<file path="config.mk">
export PLATFORM = sky130hd
export DESIGN_NAME = expression_tokenizer_flat
export DESIGN_NICKNAME = d
export VERILOG_FILES = /design/src/exprtok_pkg.sv /design/src/exprtok_if.sv /design/src/exprtok_lexer.sv /design/src/exprtok_fifo.sv /design/src/expression_tokenizer.sv /design/src/flat_wrapper.sv
export VERILOG_INCLUDE_DIRS = /design/src /design/src/src
export SDC_FILE = /design/constraint.sdc
export NUM_CORES = 1
export LEC_CHECK = 0
export BUFFER_PORTS_ARGS = -buffer_cell sky130_fd_sc_hd__buf_2
export CAP_MARGIN = 20
export CORE_UTILIZATION = 60
export DETAILED_ROUTE_END_ITERATION = 10
export PLACE_DENSITY = 0.79
export RECOVER_POWER = 100
export SKIP_LAST_GASP = 1
export SLEW_MARGIN = 20
export SYNTH_ARGS = -nofsm -noshare
export SYNTH_HDL_FRONTEND = slang
export SYNTH_SLANG_ARGS = --single-unit
</file>
<file path="constraint.sdc">
create_clock -name clk -period 7.6 [get_ports clk]
set_input_delay 0.76 -clock clk [delete_from_list [all_inputs] [get_ports clk]]
set_output_delay 0.76 -clock clk [all_outputs]
set_load 0.01 [all_outputs]
</file>
<file path="src/expression_tokenizer_macros.svh">
// Assertion macros shared by the expression tokenizer modules.
`ifndef EXPRESSION_TOKENIZER_MACROS_SVH
`define EXPRESSION_TOKENIZER_MACROS_SVH

// Checked only while the block is out of reset.
`define EXPRTOK_ASSERT(label, prop, msg) \
  label: assert property (@(posedge clk) disable iff (!rst_n) prop) else $error(msg);

// Checked at every clock edge, reset included.
`define EXPRTOK_ASSERT_ALWAYS(label, prop, msg) \
  label: assert property (@(posedge clk) prop) else $error(msg);

`endif

</file>
<file path="src/exprtok_pkg.sv">
// Types, constants and helper functions of the expression tokenizer.
package exprtok_pkg;

  // Default longest line, in characters.
  localparam int MAX_LINE_DEF = 4096;

  // Fixed field widths.
  localparam int CH_W    = 8;
  localparam int KIND_W  = 3;
  localparam int START_W = 12;
  localparam int END_W   = 13;
  localparam int SPACE_W = 13;

  // Result queue depth; must be a power of two and at least two.
  localparam int FIFO_DEPTH = 4;

  // Character codes.
  localparam logic [CH_W-1:0] CH_NUL   = 8'h00;
  localparam logic [CH_W-1:0] CH_SPACE = 8'h20;
  localparam logic [CH_W-1:0] CH_PLUS  = 8'h2B;
  localparam logic [CH_W-1:0] CH_MINUS = 8'h2D;
  localparam logic [CH_W-1:0] CH_STAR  = 8'h2A;
  localparam logic [CH_W-1:0] CH_SLASH = 8'h2F;
  localparam logic [CH_W-1:0] CH_CARET = 8'h5E;
  localparam logic [CH_W-1:0] CH_PCT   = 8'h25;
  localparam logic [CH_W-1:0] CH_GT    = 8'h3E;
  localparam logic [CH_W-1:0] CH_LT    = 8'h3C;
  localparam logic [CH_W-1:0] CH_POINT = 8'h2E;
  localparam logic [CH_W-1:0] CH_LPAR  = 8'h28;
  localparam logic [CH_W-1:0] CH_RPAR  = 8'h29;
  localparam logic [CH_W-1:0] CH_EQ    = 8'h3D;
  localparam logic [CH_W-1:0] CH_ZERO  = 8'h30;
  localparam logic [CH_W-1:0] CH_NINE  = 8'h39;

  // Token kinds as reported on the result channel.
  typedef enum logic [KIND_W-1:0] {
    KIND_NUM   = 3'd0,
    KIND_OP    = 3'd1,
    KIND_OPEN  = 3'd2,
    KIND_CLOSE = 3'd3,
    KIND_STOP  = 3'd4,
    KIND_ERR   = 3'd5
  } tok_kind_t;

  // Lexer modes, one-hot.
  typedef enum logic [4:0] {
    MODE_START  = 5'b00001,
    MODE_NUMBER = 5'b00010,
    MODE_OP     = 5'b00100,
    MODE_OPEN   = 5'b01000,
    MODE_CLOSE  = 5'b10000
  } lex_mode_t;

  // What a character does besides closing a pending token.
  typedef enum logic [1:0] {
    ACT_NONE  = 2'd0,
    ACT_ERROR = 2'd1,
    ACT_STOP  = 2'd2
  } lex_act_t;

  // One result transaction.
  typedef struct packed {
    tok_kind_t           token_kind;
    logic [START_W-1:0]  token_start;
    logic [END_W-1:0]    token_end;
    logic                last_of_run;
  } tok_t;

  // The results of one character, handed from the lexer to the queue.
  typedef struct packed {
    logic [1:0] count;
    tok_t       first;
    tok_t       second;
  } tok_pair_t;

  function automatic logic is_digit(input logic [CH_W-1:0] c);
    return c inside {[CH_ZERO:CH_NINE]};
  endfunction

  function automatic logic is_op(input logic [CH_W-1:0] c);
    return c inside {CH_PLUS, CH_MINUS, CH_STAR, CH_SLASH, CH_CARET, CH_PCT, CH_GT, CH_LT};
  endfunction

endpackage

</file>
<file path="src/exprtok_if.sv">
// Channel interfaces of the expression tokenizer: characters in, tokens out.
interface exprtok_in_if;
  import exprtok_pkg::*;

  logic            valid;
  logic            ready;
  logic [CH_W-1:0] ch;
  logic [CH_W-1:0] next_ch;

  modport source (output valid, ch, next_ch, input ready);
  modport sink   (input valid, ch, next_ch, output ready);
endinterface

interface exprtok_out_if;
  import exprtok_pkg::*;

  logic               valid;
  logic               ready;
  logic [KIND_W-1:0]  token_kind;
  logic [START_W-1:0] token_start;
  logic [END_W-1:0]   token_end;
  logic               last_of_run;

  modport source (output valid, token_kind, token_start, token_end, last_of_run, input ready);
  modport sink   (input valid, token_kind, token_start, token_end, last_of_run, output ready);
endinterface

</file>
<file path="src/exprtok_lexer.sv">
// Lexer state and the per-character decision logic of the tokenizer.
`include "expression_tokenizer_macros.svh"

module exprtok_lexer #(
  parameter int MAX_LINE = exprtok_pkg::MAX_LINE_DEF
) (
  input  logic                         clk,
  input  logic                         rst_n,
  input  logic                         step,
  input  logic [exprtok_pkg::CH_W-1:0] ch,
  input  logic [exprtok_pkg::CH_W-1:0] next_ch,
  output exprtok_pkg::tok_pair_t       toks
);
  import exprtok_pkg::*;

  localparam int POS_W = $clog2(MAX_LINE + 1);
  localparam int CMP_W = (POS_W > SPACE_W) ? POS_W : SPACE_W;
  localparam logic [POS_W-1:0] POS_MAX = POS_W'(MAX_LINE);

  lex_mode_t          mode_r, mode_nxt;
  logic               seen_r, seen_nxt;
  logic [SPACE_W-1:0] space_r, space_nxt;
  logic [POS_W-1:0]   pos_r, pos_nxt;
  logic [START_W-1:0] pstart_r, pstart_nxt;
  logic               discard_r, discard_nxt;

  lex_act_t           act;
  logic               close_v;
  tok_kind_t          close_kind;
  logic               do_start;
  logic               restart;
  logic               fin_v;
  logic [POS_W-1:0]   pos_inc;
  logic [CMP_W-1:0]   pos_ext;
  logic [CMP_W-1:0]   space_ext;
  logic [CMP_W-1:0]   close_gap;
  logic [END_W-1:0]   close_end;
  logic [END_W-1:0]   pos_end;
  logic               sign_digit;
  tok_t               close_tok;
  tok_t               fin_tok;

  // Position arithmetic: saturating advance and the end of a pending token.
  assign pos_inc   = (pos_r < POS_MAX) ? pos_r + 1'b1 : POS_MAX;
  assign pos_ext   = CMP_W'(pos_r);
  assign space_ext = CMP_W'(space_r);
  assign close_gap = (space_ext <= pos_ext) ? pos_ext - space_ext : '0;
  assign close_end = END_W'(close_gap);
  assign pos_end   = END_W'(pos_ext);
  assign sign_digit = ((ch == CH_PLUS) || (ch == CH_MINUS)) && is_digit(next_ch);

  // Next state and results for the character on the input.
  always_comb begin
    act         = ACT_NONE;
    close_v     = 1'b0;
    close_kind  = KIND_NUM;
    do_start    = 1'b0;
    restart     = 1'b0;
    mode_nxt    = mode_r;
    seen_nxt    = seen_r;
    space_nxt   = space_r;
    pos_nxt     = pos_r;
    pstart_nxt  = pstart_r;
    discard_nxt = discard_r;

    if (discard_r) begin
      if (ch == CH_NUL) begin
        restart = 1'b1;
      end else begin
        pos_nxt = pos_inc;
      end
    end else begin
      if ((ch != CH_NUL) && (pos_r >= POS_MAX)) begin
        act = ACT_ERROR;
      end else if (ch == CH_SPACE) begin
        if (space_r != '1) begin
          space_nxt = space_r + 1'b1;
        end
      end else begin
        case (mode_r)
          MODE_NUMBER: begin
            if (is_digit(ch) && (space_r == '0)) begin
              // Digit extends the number.
            end else if ((ch == CH_POINT) && !seen_r && (space_r == '0) &&
                         is_digit(next_ch)) begin
              seen_nxt = 1'b1;
            end else if (is_op(ch)) begin
              close_v    = 1'b1;
              close_kind = KIND_NUM;
              mode_nxt   = MODE_OP;
              pstart_nxt = START_W'(pos_r);
              space_nxt  = '0;
            end else if (ch == CH_NUL) begin
              close_v    = 1'b1;
              close_kind = KIND_NUM;
              act        = ACT_STOP;
            end else if (ch == CH_RPAR) begin
              close_v    = 1'b1;
              close_kind = KIND_NUM;
              mode_nxt   = MODE_CLOSE;
              pstart_nxt = START_W'(pos_r);
              space_nxt  = '0;
            end else begin
              act = ACT_ERROR;
            end
          end
          MODE_OP: begin
            if ((ch == CH_EQ) && (space_r == '0)) begin
              // An equals sign extends the operator.
            end else if (is_digit(ch) || (((ch == CH_PLUS) || (ch == CH_MINUS)) &&
                         (is_digit(next_ch) || (next_ch == CH_POINT)))) begin
              close_v    = 1'b1;
              close_kind = KIND_OP;
              mode_nxt   = MODE_NUMBER;
              pstart_nxt = START_W'(pos_r);
              space_nxt  = '0;
              seen_nxt   = 1'b0;
            end else if (ch == CH_POINT) begin
              close_v    = 1'b1;
              close_kind = KIND_OP;
              mode_nxt   = MODE_NUMBER;
              pstart_nxt = START_W'(pos_r);
              space_nxt  = '0;
              seen_nxt   = 1'b1;
            end else if (ch == CH_LPAR) begin
              close_v    = 1'b1;
              close_kind = KIND_OP;
              mode_nxt   = MODE_OPEN;
              pstart_nxt = START_W'(pos_r);
              space_nxt  = '0;
            end else begin
              act = ACT_ERROR;
            end
          end
          MODE_OPEN: begin
            if (ch == CH_NUL) begin
              act = ACT_ERROR;
            end else begin
              close_v    = 1'b1;
              close_kind = KIND_OPEN;
              do_start   = 1'b1;
            end
          end
          MODE_CLOSE: begin
            if (is_digit(ch)) begin
              close_v    = 1'b1;
              close_kind = KIND_CLOSE;
              mode_nxt   = MODE_NUMBER;
              pstart_nxt = START_W'(pos_r);
              space_nxt  = '0;
              seen_nxt   = 1'b0;
            end else if ((ch == CH_POINT) && is_digit(next_ch)) begin
              close_v    = 1'b1;
              close_kind = KIND_CLOSE;
              mode_nxt   = MODE_NUMBER;
              pstart_nxt = START_W'(pos_r);
              space_nxt  = '0;
              seen_nxt   = 1'b1;
            end else if (is_op(ch)) begin
              close_v    = 1'b1;
              close_kind = KIND_CLOSE;
              mode_nxt   = MODE_OP;
              pstart_nxt = START_W'(pos_r);
              space_nxt  = '0;
            end else if (ch == CH_NUL) begin
              close_v    = 1'b1;
              close_kind = KIND_CLOSE;
              act        = ACT_STOP;
            end else if (ch == CH_LPAR) begin
              close_v    = 1'b1;
              close_kind = KIND_CLOSE;
              mode_nxt   = MODE_OPEN;
              pstart_nxt = START_W'(pos_r);
              space_nxt  = '0;
            end else begin
              act = ACT_ERROR;
            end
          end
          MODE_START: begin
            do_start = 1'b1;
          end
          default: begin
            do_start = 1'b1;
          end
        endcase

        // A character that may open a new token, from the start mode or after an open bracket.
        if (do_start) begin
          if (is_digit(ch) || sign_digit) begin
            mode_nxt   = MODE_NUMBER;
            pstart_nxt = START_W'(pos_r);
            space_nxt  = '0;
            seen_nxt   = 1'b0;
          end else if (ch == CH_NUL) begin
            act = ACT_STOP;
          end else if (ch == CH_POINT) begin
            mode_nxt   = MODE_NUMBER;
            pstart_nxt = START_W'(pos_r);
            space_nxt  = '0;
            seen_nxt   = 1'b1;
          end else if (ch == CH_LPAR) begin
            mode_nxt   = MODE_OPEN;
            pstart_nxt = START_W'(pos_r);
            space_nxt  = '0;
          end else begin
            act = ACT_ERROR;
          end
        end
      end

      // Error and stop handling, then the position advance.
      if (act == ACT_ERROR) begin
        mode_nxt   = MODE_START;
        seen_nxt   = 1'b0;
        space_nxt  = '0;
        pstart_nxt = '0;
        if (ch == CH_NUL) begin
          restart = 1'b1;
        end else begin
          discard_nxt = 1'b1;
          pos_nxt     = pos_inc;
        end
      end else if (act == ACT_STOP) begin
        restart = 1'b1;
      end else begin
        pos_nxt = pos_inc;
      end
    end

    // The terminator restarts the line.
    if (restart) begin
      mode_nxt    = MODE_START;
      seen_nxt    = 1'b0;
      space_nxt   = '0;
      pstart_nxt  = '0;
      pos_nxt     = '0;
      discard_nxt = 1'b0;
    end
  end

  // Result transactions of this character, in order.
  assign fin_v = (act != ACT_NONE);

  always_comb begin
    close_tok.token_kind  = close_kind;
    close_tok.token_start = pstart_r;
    close_tok.token_end   = close_end;
    close_tok.last_of_run = !fin_v;

    fin_tok.token_kind  = (act == ACT_STOP) ? KIND_STOP : KIND_ERR;
    fin_tok.token_start = '0;
    fin_tok.token_end   = pos_end;
    fin_tok.last_of_run = 1'b1;

    toks.count  = step ? (2'(close_v) + 2'(fin_v)) : 2'd0;
    toks.first  = close_v ? close_tok : fin_tok;
    toks.second = fin_tok;
  end

  // Lexer state registers.
  always_ff @(posedge clk) begin
    if (!rst_n) begin
      mode_r    <= MODE_START;
      seen_r    <= 1'b0;
      space_r   <= '0;
      pos_r     <= '0;
      pstart_r  <= '0;
      discard_r <= 1'b0;
    end else if (step) begin
      mode_r    <= mode_nxt;
      seen_r    <= seen_nxt;
      space_r   <= space_nxt;
      pos_r     <= pos_nxt;
      pstart_r  <= pstart_nxt;
      discard_r <= discard_nxt;
    end
  end

  // While discarding, the lexer sits in its start mode and reports nothing.
  `EXPRTOK_ASSERT(a_discard_mode, discard_r |-> (mode_r == MODE_START), "discarding outside start mode")
  `EXPRTOK_ASSERT(a_discard_quiet, (step && discard_r) |-> (toks.count == 2'd0), "token while discarding")
  `EXPRTOK_ASSERT(a_pos_range, pos_r <= POS_MAX, "position beyond line limit")

endmodule

</file>
<file path="src/exprtok_fifo.sv">
// Result queue: takes up to two tokens per character and hands out one per cycle while the output is ready.
`include "expression_tokenizer_macros.svh"

module exprtok_fifo (
  input  logic                   clk,
  input  logic                   rst_n,
  input  exprtok_pkg::tok_pair_t push,
  input  logic                   pop,
  output exprtok_pkg::tok_t      head,
  output logic                   head_valid,
  output logic                   room_for_two
);
  import exprtok_pkg::*;

  localparam int PTR_W = $clog2(FIFO_DEPTH);
  localparam int CNT_W = $clog2(FIFO_DEPTH + 1);

  tok_t             mem_r [FIFO_DEPTH];
  logic [PTR_W-1:0] head_r, head_nxt;
  logic [PTR_W-1:0] tail_r, tail_nxt;
  logic [CNT_W-1:0] count_r, count_nxt;
  logic [PTR_W-1:0] tail_plus1;

  assign head         = mem_r[head_r];
  assign head_valid   = (count_r != '0);
  assign room_for_two = (count_r <= CNT_W'(FIFO_DEPTH - 2));
  assign tail_plus1   = tail_r + 1'b1;

  // Pointer and occupancy update.
  always_comb begin
    head_nxt  = pop ? head_r + 1'b1 : head_r;
    tail_nxt  = tail_r + PTR_W'(push.count);
    count_nxt = count_r + CNT_W'(push.count) - CNT_W'(pop);
  end

  // Entry storage.
  always_ff @(posedge clk) begin
    if (push.count != 2'd0) begin
      mem_r[tail_r] <= push.first;
    end
    if (push.count == 2'd2) begin
      mem_r[tail_plus1] <= push.second;
    end
  end

  always_ff @(posedge clk) begin
    if (!rst_n) begin
      head_r  <= '0;
      tail_r  <= '0;
      count_r <= '0;
    end else begin
      head_r  <= head_nxt;
      tail_r  <= tail_nxt;
      count_r <= count_nxt;
    end
  end

  `EXPRTOK_ASSERT(a_count_range, count_r <= CNT_W'(FIFO_DEPTH), "queue over capacity")
  `EXPRTOK_ASSERT(a_push_room, (push.count != 2'd0) |-> room_for_two, "push without room")
  `EXPRTOK_ASSERT(a_pair_order, (push.count == 2'd2) |-> (!push.first.last_of_run && push.second.last_of_run), "pair end marker misplaced")

endmodule

</file>
<file path="src/expression_tokenizer.sv">
// Expression tokenizer top level: character channel in, token channel out.
//
// The block takes one character per cycle with its lookahead and reports
// zero, one or two tokens for it (number, operator, brackets, stop, error),
// each with its start and its exclusive end position. The lexer decides a
// character in the cycle it is accepted; its tokens enter a four-entry
// result queue, whose head drives the output channel, one token per cycle.
// Input is taken whenever the queue has room for two tokens, so a steady
// stream of characters moves at one per cycle while the output keeps up;
// a character that yields two tokens takes two output transfers, and a
// stalled output stops the input once three or four tokens are queued.
// An accepted character's tokens are registered in the queue before they reach the output.
module expression_tokenizer #(
  parameter int MAX_LINE = exprtok_pkg::MAX_LINE_DEF
) (
  input logic          clk,
  input logic          rst_n,
  exprtok_in_if.sink   in_chan,
  exprtok_out_if.source out_chan
);
  import exprtok_pkg::*;

  logic      step;
  logic      pop;
  logic      room_for_two;
  logic      head_valid;
  tok_pair_t toks;
  tok_t      head;

  // Handshakes.
  assign in_chan.ready = room_for_two;
  assign step          = in_chan.valid & room_for_two;
  assign pop           = head_valid & out_chan.ready;

  exprtok_lexer #(
    .MAX_LINE (MAX_LINE)
  ) u_lexer (
    .clk     (clk),
    .rst_n   (rst_n),
    .step    (step),
    .ch      (in_chan.ch),
    .next_ch (in_chan.next_ch),
    .toks    (toks)
  );

  exprtok_fifo u_fifo (
    .clk          (clk),
    .rst_n        (rst_n),
    .push         (toks),
    .pop          (pop),
    .head         (head),
    .head_valid   (head_valid),
    .room_for_two (room_for_two)
  );

  // Output transaction.
  assign out_chan.valid       = head_valid;
  assign out_chan.token_kind  = head.token_kind;
  assign out_chan.token_start = head.token_start;
  assign out_chan.token_end   = head.token_end;
  assign out_chan.last_of_run = head.last_of_run;

endmodule

</file>
<file path="src/flat_wrapper.sv">
// flat-port wrapper written by rule: the top's interface ports become plain ports
module expression_tokenizer_flat import exprtok_pkg::*;
#(
  parameter int MAX_LINE = exprtok_pkg::MAX_LINE_DEF
)
  (clk, rst_n, in_chan_valid, in_chan_ch, in_chan_next_ch, in_chan_ready, out_chan_valid, out_chan_token_kind, out_chan_token_start, out_chan_token_end, out_chan_last_of_run, out_chan_ready);
  exprtok_in_if in_chan_i ();
  exprtok_out_if out_chan_i ();
  input logic clk;
  input logic rst_n;
  input wire logic [$bits(in_chan_i.valid)-1:0] in_chan_valid;
  input wire logic [$bits(in_chan_i.ch)-1:0] in_chan_ch;
  input wire logic [$bits(in_chan_i.next_ch)-1:0] in_chan_next_ch;
  output wire logic [$bits(in_chan_i.ready)-1:0] in_chan_ready;
  output wire logic [$bits(out_chan_i.valid)-1:0] out_chan_valid;
  output wire logic [$bits(out_chan_i.token_kind)-1:0] out_chan_token_kind;
  output wire logic [$bits(out_chan_i.token_start)-1:0] out_chan_token_start;
  output wire logic [$bits(out_chan_i.token_end)-1:0] out_chan_token_end;
  output wire logic [$bits(out_chan_i.last_of_run)-1:0] out_chan_last_of_run;
  input wire logic [$bits(out_chan_i.ready)-1:0] out_chan_ready;
  assign in_chan_i.valid = in_chan_valid;
  assign in_chan_i.ch = in_chan_ch;
  assign in_chan_i.next_ch = in_chan_next_ch;
  assign in_chan_ready = in_chan_i.ready;
  assign out_chan_valid = out_chan_i.valid;
  assign out_chan_token_kind = out_chan_i.token_kind;
  assign out_chan_token_start = out_chan_i.token_start;
  assign out_chan_token_end = out_chan_i.token_end;
  assign out_chan_last_of_run = out_chan_i.last_of_run;
  assign out_chan_i.ready = out_chan_ready;
  expression_tokenizer #(.MAX_LINE(MAX_LINE)) u_core (.clk(clk), .rst_n(rst_n), .in_chan(in_chan_i), .out_chan(out_chan_i));
endmodule
</file>
# Yosys cells after proc, flatten, opt, wreduce, memory -nomap -nowiden
# Memory sizes are Yosys's and may differ from the RTL's. A register that Yosys moved wholly into a read port is not among the register bits.
# Cells that the tools add are included.
[totals] register_bits=52 ramBits=116 input_bits=20 output_inout_bits=31 wordCells=258 n_memories=1
[memory_table] name="u_core.u_fifo.mem_r" depth=4 width=29 rd=1 rd_clocked_by_memory_dff=1 wr=2 line="exprtok_fifo.sv:18" source="tok_t mem_r [FIFO_DEPTH];"
[classes] addsub=9 n_lt_le_gt_ge=8 eq_ne=28 muxes=173 n_bitwise=2 n_reduce_logical=28
[op_table] cell="13-bit 2-to-1 mux" n=31
[op_table] cell="12-bit 2-to-1 mux" n=23
[op_table] cell="5-bit 2-to-1 mux" n=23
[op_table] cell="8-bit by 6-bit == test with 1-bit output (second input constant)" n=13
[op_table] cell="1-bit 2-to-1 mux" n=58
[op_table] cell="2-bit 2-to-1 mux" n=29
[op_table] cell="13-bit case mux with 3 select lines" n=1
[op_table] cell="12-bit case mux with 3 select lines" n=1
[op_table] cell="29-bit 2-to-1 mux" n=1
[op_table] cell="13-bit by 1-bit adder with 13-bit output (second input constant)" n=2
[op_table] cell="8-bit by 6-bit greater-or-equal comparator with 1-bit output (second input constant)" n=2
[op_table] cell="8-bit by 6-bit less-or-equal comparator with 1-bit output (second input constant)" n=2
[op_table] cell="8-bit nonzero test" n=2
[op_table] cell="5-bit case mux with 3 select lines" n=1
[op_table] cell="13-bit greater-or-equal comparator (second input constant)" n=1
[op_table] cell="13-bit less-or-equal comparator" n=1
[op_table] cell="13-bit zero test" n=1
[op_table] cell="13-bit < comparator (second input constant)" n=1
[op_table] cell="13-bit inequality test (second input constant)" n=1
[op_table] cell="13-bit subtractor" n=1
[op_table] cell="1-bit logical AND" n=11
[op_table] cell="8-bit by 7-bit == test with 1-bit output (second input constant)" n=1
[op_table] cell="8-bit zero test" n=1
[op_table] cell="2-bit case mux with 4 select lines" n=1
[op_table] cell="other kinds (28)" n=39

# Depth between registers and ports, before layout
# Gate-level depths: netlist (run 1).
[depth] depth_word=23 ltp_mapped=19 mapped_depth_nobuf=17

# Modules after synthesis
# From an unflattened synthesis (run 1), not the netlist that was laid out.
[hier_totals] hier_cells=868 hier_area_um2=10167.3
[by_module_without_submodules] module="exprtok_fifo" n_inst=1 cells_per_inst=327 area_each_um2=6047.0 seq_area_each_um2=3663.5
[by_module_without_submodules] module="exprtok_lexer" n_inst=1 cells_per_inst=539 area_each_um2=4107.7 seq_area_each_um2=900.9
[by_module_without_submodules] module="expression_tokenizer" n_inst=1 cells_per_inst=2 area_each_um2=12.5 seq_area_each_um2=0.0

# Worst setup path after synthesis (run 1)
# Ideal clock, no wire load.
[synth_path] path_type="input port to flip-flop" from="input in_chan_ch[4]" to="memory u_core.u_fifo.mem_r[3][2] (netlist bit) (data pin)" setup_ps=256 arrival_ps=4403 required_time_ps=7344 setup_slack_ps=2940 cell_stages=17 n_path_buf=4 path_cell_list="or4b_1 or4b_1 o21a_1 nand2_1 or3_1 and4_1 clkbuf_2 clkbuf_1 nor2_1 ha_1 nor2_2 nor3_1 and2_1 buf_2 and2_1 buf_2 a22o_1"
[synth_rtl] item="start, declared" line="flat_wrapper.sv:12" source="input wire logic [$bits(in_chan_i.ch)-1:0] in_chan_ch;"
[synth_rtl] item="end, declared" line="exprtok_fifo.sv:18"

==> results by group, run 1 <==
Floorplanning
  • Die H: 126 µm
  • Die area: around 16000 µm²
  • Initial Utilization: 0.623
  • Total core area: 14800 µm²
  • Die W: 126 µm
  • Row count: 44
  • I/O Pins: 51

Flow run
  • Max-Cap Viols: 1

Placed design
  • DP Cell Count: ~1100
  • Hpwl dp: about 16 mm
  • Post-DP Area: 9440 µm²
  • Worst slack after detailed placement: 2.36 ns
  • Gpl congestion: 0.931
  • IO Port Bufs: 50

Status
  • Outcome: finished, violations left
  • Failing checks: max-capacitance violations, max-slew violations

Critical path
  • Worst EP arrival: 6.29 ns
  • Reg2reg start: u_core.u_lexer.space_ext[1]
  • Reg2reg setup slack: between 2 and 3 ns
  • Worst Path Required: 7.93 ns
  • CP endpoint kind: flip-flop
  • Critical path fanouts, max: 16
  • Critical path startpoint category: input port
  • CP startpoint: in_chan_ch[4]
  • R2R depth: 16
  • Setup CP Type: in -> reg

Power and ir drop
  • Net Sw Frac: 0.301
  • Clock Power Share: 0.364
  • Combinational share of power: 0.186
  • PwrDens: 240 nW/µm²
  • Internal: 1.67 mW
  • Lkg Pwr: 3.44 nW
  • NetSw: 721 µW
  • Total power draw: 2.39 mW
  • Sequential fraction of design power: 0.450
  • Maximum VDD drop: approximately 0.23 mV

Clock tree
  • Clock transition at the registers of the reported paths: 0.07 ns
  • Num CTS Buffers: 17
  • H-tree Lvls: 4
  • Max Root-Sink Buffers: 2
  • Clock sink total: 170
  • Root Driver: clkbuf_16
  • Post-CTS Hold Fix Bufs: 0
  • Setup Fix Bufs, Post-CTS: 0
  • TritonCTS clock tree: built
  • Worst skew pair latency: 0.44 ns
  • CTS resizes: 0

Logic synthesis
  • Net Count, Synth: 985
  • Post-synthesis sequential area ratio: 0.431
  • Ys Warns: 0
  • Synth Area in Compound Gates: 0.220
  • Register bit total from synthesis: 170
  • Main combinational cell family by area after synthesis: compound AO/OA/AOI/OAI gates
  • Post-synth cell types: 74
  • FFs w/ async S/R, synth: 0
  • Simple-Gate Fraction of Synth Area: 0.175
  • Mux share of post-synthesis cell area: 0.0732
  • Mapped Area: 9190 µm²
  • Xor and xnor area share after synthesis: 0.0210
  • Mean Syn Cell Area: 9.76 µm²
  • Post-synth top flop: dfxtp_1
  • Post-Syn Instances: 942
  • Post-synth EDFFs: 56
  • Adder-Cell Fraction of Synth Area: 0.0329

Drt
  • Remaining DRCs: 0
  • Drt wl/cell: 20.8 µm
  • Routed Antenna Nets: 0
  • Via density per instance: between 6 and 7
  • Pre-Repair DR Iteration Count: 5
  • Routed vias: 7800
  • Total Wirelength: about 24 mm
  • Starting DRT DRC Count: approximately 920

Timing
  • Fin. Hold Viols: 0
  • Clock skew: 0.0136 ns
  • Max Transition Viols Final: 30
  • TNS Setup: 0 ns
  • Measured slew at the worst slew-check pin: between 1.5 and 2 ns
  • Min Hold Slack: 0.469 ns
  • Slew margin rel.: -0.228
  • Setup WS post-layout: 1.64 ns
  • Max frequency: 168 MHz
  • Final setup vio count: 0
  • Unrepaired setup endpoints after global routing: false
  • Min Tclk post-route: 5.96 ns
  • Final Cycle Share: 0.784

Global routing
  • First-pass GRT wire length: around 38 mm
  • GRT Residual Overflow: 0
  • Gr usage total: 0.309
  • Number of global-route vias before repair: 7027
  • Pin count of the biggest net entering global routing: 53
  • Initial antenna violation count: 0

Min path
  • Min-delay src: u_core.u_fifo.mem_r[2][22]
  • Hold crit path type: reg -> reg
  • WHS Path Cells: 1

Final layout
  • Design area: between 9000 and 10000 µm²
  • Final #Nets: roughly 1000
  • Final Util: 0.675
  • Area grow syn2layout: 8.26%
  • # diodes: 0
  • Post-route insts no fill: 1150
  • Layout cell share with drive strength beyond 1: 0.0880
==> per-layer routing <==
layer / routed length (µm) / up-vias / GRT usage
met4: 566 / 0 / 0.110
met3: 2100 / 53 / 0.0586
met5: 0 / - / 0
met2: 10900 / 421 / 0.482
li1: - / 3602 / -
met1: 10300 / 3724 / 0.431
==> final cells by class <==
cell class / count / area (µm²)
Clock inverter: 10 / 100
Clock buffer: 22 / 497
Timing Repair Buffer: 57 / 244
Sequential cell: 170 / 3970
Tap cell: 184 / 230
Fill cell: 1177 / 4800
Inverter: 38 / 143
Multi-Input combinational cell: 669 / 4770
==> registers in the layout, summed over array words and instances (netlist names), named ones only <==
signal and flops:
u_core.u_fifo.count_r 3, u_core.u_fifo.head_r 2, u_core.u_fifo.mem_r 116, u_core.u_fifo.tail_r 2
u_core.u_lexer.discard_r 1, u_core.u_lexer.mode_r 5, u_core.u_lexer.pos_end 13, u_core.u_lexer.pstart_r 12
u_core.u_lexer.seen_r 1, u_core.u_lexer.space_ext 13
==> critical path, cell delays in order <==
cell and delay [ns]:
clkbuf_1 0.13, nor4b_1 0.92, nand3_1 0.25, or4_1 0.61, a21o_1 0.21, a41oi_1 0.73
ha_1 0.45, nor2_1 0.43, nor3_1 0.08, o21ai_0 0.18, clkbuf_1 0.61, inv_1 0.57
o21a_1 0.33
==> cells in the final DEF (no fill, tap or decap), types with 12 or more instances in the layout <==
master / count
clkbuf_16: 19
ha_1: 21
edfxtp_1: 56
clkbuf_1: 39
and2_1: 16
and2_0: 15
inv_1: 38
a22o_1: 68
o21ai_0: 68
and3_1: 20
a21oi_1: 25
xnor2_1: 13
nand2_1: 93
o22ai_1: 19
dfxtp_1: 113
mux4_2: 29
nand4_1: 19
nor2_1: 43
nand3_1: 34
buf_2: 18
a22oi_1: 12
==> power by group through the flow <==
stage | Clock [mW] | Sequential [mW] | Combinational (mW)
floorplan | 0 | 1.04 | 0.376
global placement | 0 | 1.10 | 0.448
detailed placement | 0 | 1.10 | 0.455
CTS | 0.868 | 1.08 | 0.458
global route | 0.911 | 1.09 | 0.481
finish | 0.870 | 1.08 | 0.445
==> final timing paths <==
| check | endpoint |
|---|---|
| worst max register to register | u_core.u_fifo.mem_r[0][28] |
| worst max-delay path | u_core.u_fifo.mem_r[0][28] |
| worst min-delay path | u_core.u_fifo.mem_r[2][22] |
| worst min register to register | u_core.u_fifo.mem_r[2][22] |
==> cells in the mapped netlist, types with 3 or more instances <==
master,number,area [µm²]
clkbuf_1,44,165
nand2b_1,8,50.1
buf_2,9,45.0
nor4_1,10,62.6
nand4_1,19,119
and2_1,29,181
o21bai_1,4,30.0
dfxtp_1,114,2280
nand3b_1,4,30.0
nor3b_1,3,22.5
ha_1,21,263
nand2_1,93,349
o31ai_1,3,22.5
nor2_1,42,158
nand3_1,34,170
o2bb2ai_1,8,70.1
nor2b_1,11,68.8
buf_1,6,22.5
a21o_1,6,45.0
o22ai_1,19,119
nor3_1,11,55.1
a22oi_1,12,90.1
or3_1,6,37.5
xor2_1,9,78.8
or4_1,3,22.5
a41oi_1,9,78.8
mux4_2,29,653
o31a_1,5,43.8
xnor2_1,13,114
and4_1,4,35.0
o21ai_0,68,340
a31oi_1,10,62.6
a22o_1,68,596
o211ai_1,11,82.6
a21oi_1,25,125
and3_1,19,119
edfxtp_1,56,1680
buf_6,4,45.0
inv_1,38,143
o21a_1,9,67.6
==> cell families (layout without fill, tap and decap cells) <==
| kind of cell | Yosys count | in the layout |
|---|---|---|
| buffers and inverters | 103 | 127 |
| muxes | 31 | 31 |
| DFF | 170 | 170 |
| adders and majority gates | 23 | 23 |
| AOI/OAI and AO/OA | 283 | 283 |
| and+or+nand+nor | 310 | 310 |
| xor gates and xnor gates | 22 | 22 |
No activity file was read; power rests on OpenSTA's default activity.
==> run 2, diff against run 1 <==
ABC_AREA = 1   (was default)
PLACE_DENSITY = 0.78   (was 0.79)
clock period = 5.77 ns   (was 7.6 ns; I/O delays follow)
==> results by group, run 2 <==
Status
  • Outcome: finished, violations left
  • Failing checks: max-capacitance violations, max-slew violations

Clock tree
  • Root Driver: clkbuf_16
  • Post-CTS Hold Fix Bufs: 0 (unchanged)
  • H-tree Lvls: 4 (unchanged)
  • Worst skew pair latency: 0.44 ns (about the same)
  • Clock sink total: 170 (unchanged)
  • Max Root-Sink Buffers: 2 (unchanged)
  • Setup Fix Bufs, Post-CTS: 0 (unchanged)
  • CTS resizes: 0 (unchanged)
  • Clock transition at the registers of the reported paths: 0.07 ns (about the same)
  • TritonCTS clock tree: built
  • Num CTS Buffers: 17 (unchanged)

Power and ir drop
  • Maximum VDD drop: 0.291 mV (+27%)
  • Lkg Pwr: 4.66 nW (+35%)
  • PwrDens: 344 nW/µm² (+43%)
  • Total power draw: 3.67 mW (+53%)

Logic synthesis
  • FFs w/ async S/R, synth: 0 (unchanged)
  • Post-Syn Instances: 1419 (+51%)
  • Count leader, synth: nand2_1
  • Mapped Area: 9820 µm² (+6.8%)
  • Register bit total from synthesis: 170 (unchanged)
  • Top cells by count, synth: 493 x nand2_1, 154 x nor2_1, 114 x dfxtp_1
  • Synth top area share: 0.232 (-0.0159)
  • Leading area contributor after synthesis: dfxtp_1
  • Net Count, Synth: 1462 (+48%)
  • Post-synth EDFFs: 56 (unchanged)
  • Ys Warns: 0 (unchanged)
  • Post-synth cell types: 57 (-23%)
  • Post-synth top flop: dfxtp_1
  • Synth area leaders: dfxtp_1 23%, nand2_1 19%, edfxtp_1 17%
  • Mean Syn Cell Area: 6.92 µm² (-29%)
  • Post-synthesis sequential area ratio: 0.404 (-0.0276)

Floorplanning
  • Die W: 130 µm (+3.3%)
  • I/O Pins: 51 (unchanged)
  • Row count: 46 (+4.5%)
  • Die H: 130 µm (+3.3%)
  • Die area: 16900 µm² (+6.7%)
  • Initial Utilization: 0.616 (-0.00698)
  • Total core area: 15900 µm² (+8.1%)

Critical path
  • Reg2reg setup slack: 1.07 ns (-1.61 ns)
  • Setup CP Type: in -> reg
  • Worst EP arrival: 5.21 ns (-1.08 ns)
  • Worst Path Required: 5.95 ns (-1.98 ns)
  • Critical path startpoint category: input port
  • Critical path fanouts, max: 27 (+11)
  • CP endpoint kind: flip-flop

Global routing
  • Number of global-route vias before repair: 8728 (+24%)
  • First-pass GRT wire length: 43.0 mm (+13%)
  • Pin count of the biggest net entering global routing: 60 (+13%)
  • GRT Residual Overflow: 0 (unchanged)
  • Gr usage total: 0.331 (+0.0225)
  • Initial antenna violation count: 0 (unchanged)

Final layout
  • Design area: 10700 µm² (+7.0%)
  • Commonest cells after routing, fill and taps aside: 496 x nand2_1, 154 x nor2_1, 114 x inv_1
  • Commonest non-fill, non-tap cell in the layout: nand2_1
  • Fillers: 1455 (+24%)
  • Max FFs per register: 116 (unchanged)
  • Final #Nets: 1480 (+49%)
  • # diodes: 0 (unchanged)
  • Area grow syn2layout: 8.44%
  • Final Util: 0.668 (-0.00643)
  • Layout cell share with drive strength beyond 1: 0.0869 (-0.00110)
  • Register Area: 3970 µm² (about the same)
  • Top reg by flops: u_core.u_fifo.mem_r
  • Multi-input gate area: 5090 µm² (+6.6%)

Drt
  • Metal3 WL: 1.89 mm (-9.6%)
  • Via density per instance: 5.67 (-16%)
  • Drt wl/cell: 16.2 µm (-22%)
  • Met2 wire length: 13.2 mm (+21%)
  • Routed vias: 9451 (+21%)
  • DR top layer: met4
  • Starting DRT DRC Count: 876 (-5.2%)
  • Remaining DRCs: 0 (unchanged)
  • Routed Antenna Nets: 0 (unchanged)
  • Total Wirelength: 27.0 mm (+13%)
  • Pre-Repair DR Iteration Count: 6 (+1)
  • Met1 WL: 11.1 mm (+8.2%)

Timing
  • Final Cycle Share: 0.873
  • Final setup vio count: 0 (unchanged)
  • Max frequency: 199 MHz
  • Slew margin rel.: -0.0206 (+0.208)
  • TNS Setup: 0 ns (unchanged)
  • Setup WS post-layout: 0.734 ns (-0.907 ns)
  • Unrepaired setup endpoints after global routing: false
  • Fin. Hold Viols: 0 (unchanged)
  • Clock skew: 0.00953 ns (-0.00408 ns)
  • Measured slew at the worst slew-check pin: 1.53 ns (-0.311 ns)
  • Max Transition Viols Final: 37 (+23%)
  • Min Tclk post-route: 5.04 ns

Placed design
  • Gpl congestion: 0.950 (+2.0%)
  • Worst slack after detailed placement: 0.950 ns (-1.41 ns)
  • IO Port Bufs: 50 (unchanged)
  • Post-DP Area: 10100 µm² (+7.4%)
  • Hpwl dp: 17.8 mm (+11%)

Flow run
  • Max-Cap Viols: 1 (unchanged)

Min path
  • Hold crit path type: reg -> reg
run 2: path summary, 6_finish.rpt:
kind | start | end | depth (start not counted)
setup / recovery | in_chan_ch[0] | u_core.u_fifo.mem_r[2][26] | 20
hold / removal | u_core.u_fifo.mem_r[1][18] | u_core.u_fifo.mem_r[1][18] | 2
setup reg to reg | u_core.u_lexer.mode_r[2] | u_core.u_fifo.mem_r[2][26] | 19
hold reg to reg | u_core.u_fifo.mem_r[1][18] | u_core.u_fifo.mem_r[1][18] | 2
run 2: cells by family after synthesis:
| group | count (synthesis) | share of synthesized area |
|---|---|---|
| buffers and inverters | 185 | 0.0755 |
| adder cells (fa/ha/maj) | 23 | 0.0308 |
| AND/OR/NAND/NOR | 785 | 0.336 |
| XOR/XNOR | 9 | 0.00802 |
| flip-flops | 170 | 0.404 |
| AO/OA/AOI/OAI | 247 | 0.146 |
run 2: layout make-up:
class,instances,area share
Clock buffer,18,0.0412
Clock inverter,14,0.0137
Inverter,126,0.0445
Multi-Input combinational cell,1064,0.478
Sequential cell,170,0.372
Tap cell,216,0.0254
Timing Repair Buffer,58,0.0254
run 2: through the flow:
step	hold slack (ns)	instances
after floorplan	0.421	1419
after global placement	0.432	1634
after detailed placement	0.434	1634
after CTS	0.452	1666
after global routing	0.463	1666
final	0.451	1666
run 2: where the power goes:
| group | internal [mW] | total, mW | switching, mW |
|---|---|---|---|
| Clock | 0.626 | 1.16 | 0.532 |
| Sequential | 1.33 | 1.42 | 0.0869 |
| Combinational | 0.336 | 1.09 | 0.754 |
run 2: worst max-delay path, cell delays in order:
cell        delay (ns)
buf_2             0.13
nor2_1            0.09
nand3_2           0.10
clkinv_1          0.06
nand2_1           0.45
inv_1             0.36
nor2_1            0.38
inv_1             0.16
nand3_1           0.18
clkinvlp_2        0.38
nor2_1            0.28
ha_1              0.28
inv_1             0.10
nor2_1            0.08
nor2_1            0.19
inv_1             0.10
nand3_1           0.16
clkinv_1          0.71
nand3_1           0.30
o21ai_0           0.12
run 2: metal layers:
| metal | up-vias | GRT usage |
|---|---|---|
| met5 | - | 0 |
| met4 | 0 | 0.142 |
| met3 | 70 | 0.0545 |
| met2 | 398 | 0.570 |
| met1 | 4332 | 0.411 |
| li1 | 4651 | - |
